==> config.mk <==
export PLATFORM = sky130hd
export DESIGN_NAME = sta_scale
export DESIGN_NICKNAME = d
export VERILOG_FILES = /design/src/sv/sta_pkg.sv /design/src/sv/sta_scale.sv
export SDC_FILE = /design/constraint.sdc
export NUM_CORES = 2
export LEC_CHECK = 0
export BUFFER_PORTS_ARGS = -buffer_cell sky130_fd_sc_hd__buf_2
export CAP_MARGIN = 20
export CORE_ASPECT_RATIO = 0.7
export CORE_MARGIN = 8
export CORE_UTILIZATION = 70
export DETAILED_ROUTE_END_ITERATION = 10
export PLACE_DENSITY_LB_ADDON = 0.08
export SETUP_SLACK_MARGIN = 0.02
export SYNTH_ARGS = -nofsm -noshare
export SYNTH_HDL_FRONTEND = slang
export SYNTH_SLANG_ARGS = --single-unit
==> constraint.sdc <==
create_clock -name clk -period 21 [get_ports clk]
set_clock_uncertainty 0.1 [all_clocks]
set_input_delay 1.05 -clock clk [delete_from_list [all_inputs] [get_ports clk]]
set_output_delay 1.05 -clock clk [all_outputs]
set_load 0.05 [all_outputs]
==> src/sv/sta_pkg.sv <==
`timescale 1ns / 1ps
// Shared types and constants for the scaled tanh activation block.
// No dependencies; imported by every module of the block.
package sta_pkg;

    localparam int DATA_W    = 16;
    localparam int CFG_W     = 16;
    localparam int CFG_IDX_W = 1;
    localparam int RES_W     = 32;
    localparam int OP_W      = 2;
    localparam int TANH_W    = 31;
    localparam int UMAG_W    = 31;
    localparam int FRAC_W    = 16;
    localparam int AMAG_W    = 17;
    localparam int ABMAG_W   = 31;

    localparam logic [OP_W-1:0] OP_VALUE = 2'd0;
    localparam logic [OP_W-1:0] OP_DERIV = 2'd1;

    localparam logic [CFG_IDX_W-1:0] REG_GAIN_ALPHA = 1'd0;
    localparam logic [CFG_IDX_W-1:0] REG_SLOPE_BETA = 1'd1;

    localparam logic signed [CFG_W-1:0] ALPHA_RESET = 16'sd4096;
    localparam logic signed [CFG_W-1:0] BETA_RESET  = 16'sd4096;

    localparam logic [TANH_W-1:0] ONE_Q30 = 31'h4000_0000;

    typedef struct packed {
        logic signed [DATA_W-1:0] sample_in;
        logic [OP_W-1:0]          op;
    } sta_in_t;

    typedef struct packed {
        logic signed [RES_W-1:0] result_value;
        logic                    status;
    } sta_out_t;

    typedef struct packed {
        logic [TANH_W-1:0] t;
        logic              uneg;
        logic [OP_W-1:0]   op;
    } sta_tanh_t;

    typedef struct packed {
        logic [AMAG_W-1:0]  amag;
        logic               aneg;
        logic [ABMAG_W-1:0] abmag;
        logic               abneg;
    } sta_coef_t;

endpackage

==> src/sv/sta_scale.sv <==
`timescale 1ns / 1ps
// Four-stage back end: alpha*t or 1 - t^2 times alpha*beta, rounding, sign, clamp.
// Depends on sta_pkg.
module sta_scale
    import sta_pkg::*;
(
    input  logic      clk,
    input  logic      rst_n,
    input  sta_coef_t coef,
    input  logic      up_valid,
    output logic      up_ready,
    input  sta_tanh_t up_data,
    output logic      dn_valid,
    input  logic      dn_ready,
    output sta_out_t  dn_data
);

    localparam int NSTG = 4;
    localparam int MAG_W = 36;
    localparam logic [61:0] RND25 = 62'd1 << 25;
    localparam logic [61:0] RND29 = 62'd1 << 29;
    localparam logic [61:0] RND37 = 62'd1 << 37;
    localparam logic [MAG_W-1:0] NEG_LIM = 36'h0_8000_0000;
    localparam logic [MAG_W-1:0] POS_LIM = 36'h0_7FFF_FFFF;

    logic [NSTG-1:0] vld_reg;
    logic [NSTG-1:0] en;

    logic [TANH_W-1:0] mult_b0;
    logic [61:0]       m_reg;
    logic [OP_W-1:0]   op_a_reg;
    logic              neg_a_reg;

    logic [61:0]       sum25;
    logic [61:0]       sum29;
    logic [31:0]       t2;
    logic [TANH_W-1:0] d1;
    logic [MAG_W-1:0]  mag0_b_reg;
    logic [TANH_W-1:0] d_b_reg;
    logic [OP_W-1:0]   op_b_reg;
    logic              neg_b_reg;

    logic [61:0]       p_c_reg;
    logic [MAG_W-1:0]  mag0_c_reg;
    logic [OP_W-1:0]   op_c_reg;
    logic              neg_c_reg;

    logic [61:0]       sum37;
    logic [MAG_W-1:0]  mag3;
    logic [MAG_W-1:0]  clamp3;
    logic              neg3;
    sta_out_t          res3;
    sta_out_t          dn_data_reg;

    always_comb
    begin
        en[NSTG-1] = !vld_reg[NSTG-1] || dn_ready;
        for (int i = NSTG - 2; i >= 0; i--)
            en[i] = !vld_reg[i] || en[i+1];
    end

    assign up_ready = en[0];
    assign dn_valid = vld_reg[NSTG-1];
    assign dn_data  = dn_data_reg;

    always_ff @(posedge clk or negedge rst_n)
    begin
        if (!rst_n)
            vld_reg <= '0;
        else
        begin
            if (en[0])
                vld_reg[0] <= up_valid;
            for (int i = 1; i < NSTG; i++)
                if (en[i])
                    vld_reg[i] <= vld_reg[i-1];
        end
    end

    // one shared multiplier: t*t for the derivative, |alpha|*t for the value
    assign mult_b0 = (up_data.op == OP_DERIV) ? up_data.t : TANH_W'(coef.amag);

    always_ff @(posedge clk)
    begin
        if (en[0])
        begin
            m_reg     <= 62'(up_data.t) * 62'(mult_b0);
            op_a_reg  <= up_data.op;
            neg_a_reg <= coef.aneg ^ up_data.uneg;
        end
    end

    always_comb
    begin
        sum25 = m_reg + RND25;
        sum29 = m_reg + RND29;
        t2    = sum29[61:30];
        d1    = (t2 >= 32'(ONE_Q30)) ? '0 : TANH_W'(32'(ONE_Q30) - t2);
    end

    always_ff @(posedge clk)
    begin
        if (en[1])
        begin
            mag0_b_reg <= sum25[61:26];
            d_b_reg    <= d1;
            op_b_reg   <= op_a_reg;
            neg_b_reg  <= neg_a_reg;
        end
    end

    always_ff @(posedge clk)
    begin
        if (en[2])
        begin
            p_c_reg    <= 62'(coef.abmag) * 62'(d_b_reg);
            mag0_c_reg <= mag0_b_reg;
            op_c_reg   <= op_b_reg;
            neg_c_reg  <= neg_b_reg;
        end
    end

    always_comb
    begin
        sum37 = p_c_reg + RND37;
        mag3  = (op_c_reg == OP_VALUE) ? mag0_c_reg : MAG_W'(sum37[61:38]);
        neg3  = ((op_c_reg == OP_VALUE) ? neg_c_reg : coef.abneg) && (mag3 != '0);
        if (neg3)
        begin
            clamp3            = (mag3 > NEG_LIM) ? NEG_LIM : mag3;
            res3.result_value = RES_W'(-clamp3);
        end
        else
        begin
            clamp3            = (mag3 > POS_LIM) ? POS_LIM : mag3;
            res3.result_value = RES_W'(clamp3);
        end
        res3.status = 1'b0;
        if (op_c_reg > OP_DERIV)
        begin
            res3.result_value = '0;
            res3.status       = 1'b1;
        end
    end

    always_ff @(posedge clk)
    begin
        if (en[3])
            dn_data_reg <= res3;
    end

endmodule

After elaboration in Yosys (flattened, before gate mapping). Index checks and enable logic that the tools add are counted.

Eq/ne operators: 1. Divide/modulo/power cells: 0. Multiplexer cells: 7. Magnitude comparators: 4. Reduce and logical (&&, ||, !) cells: 11. Multipliers: 2. Add/sub/neg operators: 5. Shift operators: 0. Bitwise operators: 1.

Operators by type and width (number): $mul 31x31->62 (2); $mux 32 (3); $add 62x26->62 const B (1); $add 62x30->62 const B (1); $add 62x38->62 const B (1); $gt 36x31->1 const B (1); $gt 36x32->1 const B (1); $mux 36 (1); $reduce_bool 36->1 (1); $ge 32x31->1 const B (1); $neg 32->32 (1); $mux 31 (1); $sub 31x31->31 const A (1); $logic_not 1->1 (4); $logic_or 1x1->1 (4); $eq 2x1->1 const B (1); $gt 2x1->1 const B (1); $logic_not 2->1 (1); $mux 1 (2); $logic_and 1x1->1 (1); $xor 1x1->1 (1).

Latch bits: 0. Bits in read-only memories: 0. Bits of input ports: 88. RAM bits: 0. Bits in registers: 273. Memories kept: 0.

Depth between registers and ports, before layout.
Depth after elaboration: 6. Mapped depth: 34. Depth with buffers taken out: 31.

Worst setup path after synthesis. Ideal clock, no wire load.

Kind: input -> register. Start point: input up_data[0] (netlist name). End point: register m_reg[59], data pin. Stages on the path: 30. Data required time: 20.636 ns. Library setup time: 0.264 ns. Buffers on the path: 3. Arrival time: 8.708 ns. Slack: 11.927 ns. Cell sequence: nor2b_1 > clkbuf_1 > clkbuf_1 > nand2_1 > nand2_1 > clkbuf_1 > and2_1 > fa_1 > fa_1 > inv_1 > fa_1 > fa_1 > inv_1 > fa_1 > fa_1 > fa_1 > inv_1 > fa_1 > inv_1 > ha_1 > nand4_1 > or3_1 > a211oi_1 > o21a_1 > o2111ai_1 > nand3_1 > a221oi_1 > o31ai_1 > a2111oi_0 > nand3b_1.

Word-level cells in the longest chain between the ends: 3.

Ends and longest elaborated chain: from (decl) (line sta_scale.sv:12) `input sta_tanh_t up_data,`; $eq 2x1->1 (line sta_scale.sv:81) `assign mult_b0 = (up_data.op == OP_DERIV) ? up_data.t : TANH_W'(coef.amag);`; $mux 31 (line sta_scale.sv:81); $mul 31x31->62 (line sta_scale.sv:87) `m_reg <= 62'(up_data.t) * 62'(mult_b0);`; to (signal assigned) (line sta_scale.sv:87); to (decl) (line sta_scale.sv:30) `logic [61:0] m_reg;`.

Every way passes these cells. A chain may end at the register's enable or synchronous reset.

Worst setup path after layout. Same ends and word-level chain as after synthesis.

==> qor.csv <==
metric,value,unit
drtAntennaViolNets,0,
cp_top_family,adder cells,
boundaryPins,123,
nFillCells,7498,
synth_edf_count,207,
numCtsBuffers,24,
yosysSeqAreaShare,0.0893,
die_area,112000,sq um
worstReg2RegStart,d_b_reg[13],
ctsResizeCount,0,
yosysUniqueCellTypes,85,
rr_worst_depth,23,
grt_max_degree,97,
worst_slew_pin_slew,1.17,ns
vias,53400,
largest_register_ffs,37,
grt_pass1_vias,56500,
avgSynthCellArea,9.34,sq um
drc,0,
wl_per_cell,24.1,microns
overflow,0,
dr.pass1.iters,10,
cts.reportedPaths.clkPinSlew,0.06,ns
rsz0062_at_grt,false,
crit_required,21.28,ns
hpwlAfterDp,157000,microns
cp-end-kind,flip-flop,
cp.arrival,11.81,ns
cts_buffer_depth,3,
min_period,11.53,ns
fp.dieW,396,microns
relSlewSlack,0.219,
setup_tns,0,ns
crit_type,in -> reg,
core_area,100000,sq um
slew_viol_final,0,
cts_tree,yes,
ys_top_cells_by_area,"fa_1 (47%), ha_1 (9.0%), edfxtp_1 (8.8%)",
synth-seq-cells,211,
synth_largest_area_cell,fa_1,
status,finished clean,
fmax,0.0868,GHz
die_h,282,microns
start_util,0.706,
synth_commonest_cells,"fa_1 (1,672), inv_1 (1,620), nand2_1 (1,155)",
hp-class,in -> async,
syn-num-nets,9837,
ctsHtreeMaxLevel,1,
cts_setup_buffers,0,
gp_congestion,0.966,
cts-hold-fix-buffers,0,
reg2reg_slack,11.44,ns
netlist_instances,7568,
r2r-end,p_c_reg[57],
synth_area,70700,sq um
drive_above_1_share,0.0405,
fp-row-count,97,
timing.final.crit_share,0.549,
ys_async_sr_fraction,0.0190,
clock_sinks,211,
synth_most_common_cell,fa_1,
wl,210000,microns
antenna_found_initial,13,
drtIter0Drc,5686,
finalSetupViolCount,0,
worst_path_largest_cell_delay,0.73,ns
crit_path_start_kind,input port,
cts_root_buf,clkbuf_16,
grt_pass1_wl,328000,microns
areaGrowthSynthToFinish,3.21,%
fin_nets,9639,
port-buffer-count,122,
ys.flop_type,edfxtp_1,
cp_max_fo,96,
critPathBufInv,9,
max_cap_violations,0,
hold_viol,0,
cp_slowest_cell,buf_4,
globalRouteTotalUtil,0.381,
via_per_inst,6.12,
post-synth-top-area-fraction,0.473,
ys_warn_count,0,
cp_common_cell,fa_1,
clkLatencyLatePin,0.51,ns
worst reg2reg max path, cell delays in order (launching register included):
cell and delay [ns]:
edfxtp_1 0.37, buf_4 0.33, and2_1 0.26, fa_1 0.60
fa_1 0.59, inv_1 0.10, fa_1 0.56, fa_1 0.58
inv_1 0.06, fa_1 0.77, fa_1 0.50, fa_1 0.50
fa_1 0.41, ha_1 0.39, nand2_1 0.08, nor3_1 0.39
nand2_1 0.24, nor3_1 0.87, a311oi_1 0.40, nor2_1 0.33
o221ai_1 0.25, o21ai_0 0.34, a21oi_1 0.14, xnor2_1 0.15
stage by stage:
step                worst slack [ns]  utilization  hold slack [ns]  cell area, sq um  instances
finish                          9.47        0.729            0.229             73000       8726
global route                    8.96        0.729            0.223             73000       8725
CTS                             9.74        0.728            0.208             72900       8719
detailed placement              9.19        0.720            0.305             72100       8676
global placement                9.34        0.719            0.301             72000       8674
floorplan                      11.93            -            0.300             70700       7568
kinds of logic (layout without fill, tap and decap cells):
group	after synthesis	in the layout	share of synthesized area
buf+inv	2064	1883	0.110
other cells	0	3	0
compound gates	446	446	0.0421
fa+ha+maj	2181	2181	0.563
xor+xnor	162	162	0.0201
simple gates	2495	2495	0.174
mux	9	9	0.00127
flops	211	211	0.0893
placed cells by master (no fill, tap or decap), types with 73 or more instances in the layout:
cell / n
xor2_1: 73
nand2_1: 1154
nor2b_1: 101
and3_1: 204
ha_1: 509
buf_2: 123
buf_4: 92
xnor2_1: 89
and2_1: 609
inv_1: 1620
nor2_1: 156
fa_1: 1672
edfxtp_1: 207
a21oi_1: 116
o21ai_0: 82
worst max-delay path by stage:
| stage | start | end | slack (ns) | cells past startpoint |
|---|---|---|---|---|
| after global placement | up_data[0] | m_reg[61] | 9.34 | 32 |
| final | up_data[0] | m_reg[59] | 9.47 | 32 |
| after detailed placement | up_data[0] | m_reg[61] | 9.19 | 32 |
| after CTS | up_data[0] | m_reg[61] | 9.74 | 34 |
| after global routing | up_data[0] | m_reg[59] | 8.96 | 31 |
| after floorplan | up_data[0] | m_reg[59] | 11.93 | 30 |
layer usage:
layer	up-vias	wire length, microns	GRT usage
met1	26800	82800	0.550
met4	12	6640	0.0976
met3	568	35500	0.161
met5	-	122	0.00510
met2	3762	84900	0.536
li1	22300	-	-
final cells by class:
type / count / area [sq um] / share of cell area
Tap cell: 1336 / 1670 / 0.0229
Timing Repair Buffer: 220 / 1410 / 0.0193
Multi-Input combinational cell: 5293 / 56700 / 0.776
Clock buffer: 30 / 654 / 0.00897
Antenna cell: 3 / 7.51 / 0.000103
Clock inverter: 13 / 183 / 0.00250
Sequential cell: 211 / 6320 / 0.0865
Inverter: 1620 / 6080 / 0.0833
Power is not shown: default switching activity piles up to over one toggle a cycle in this logic, so the estimate is an artifact.
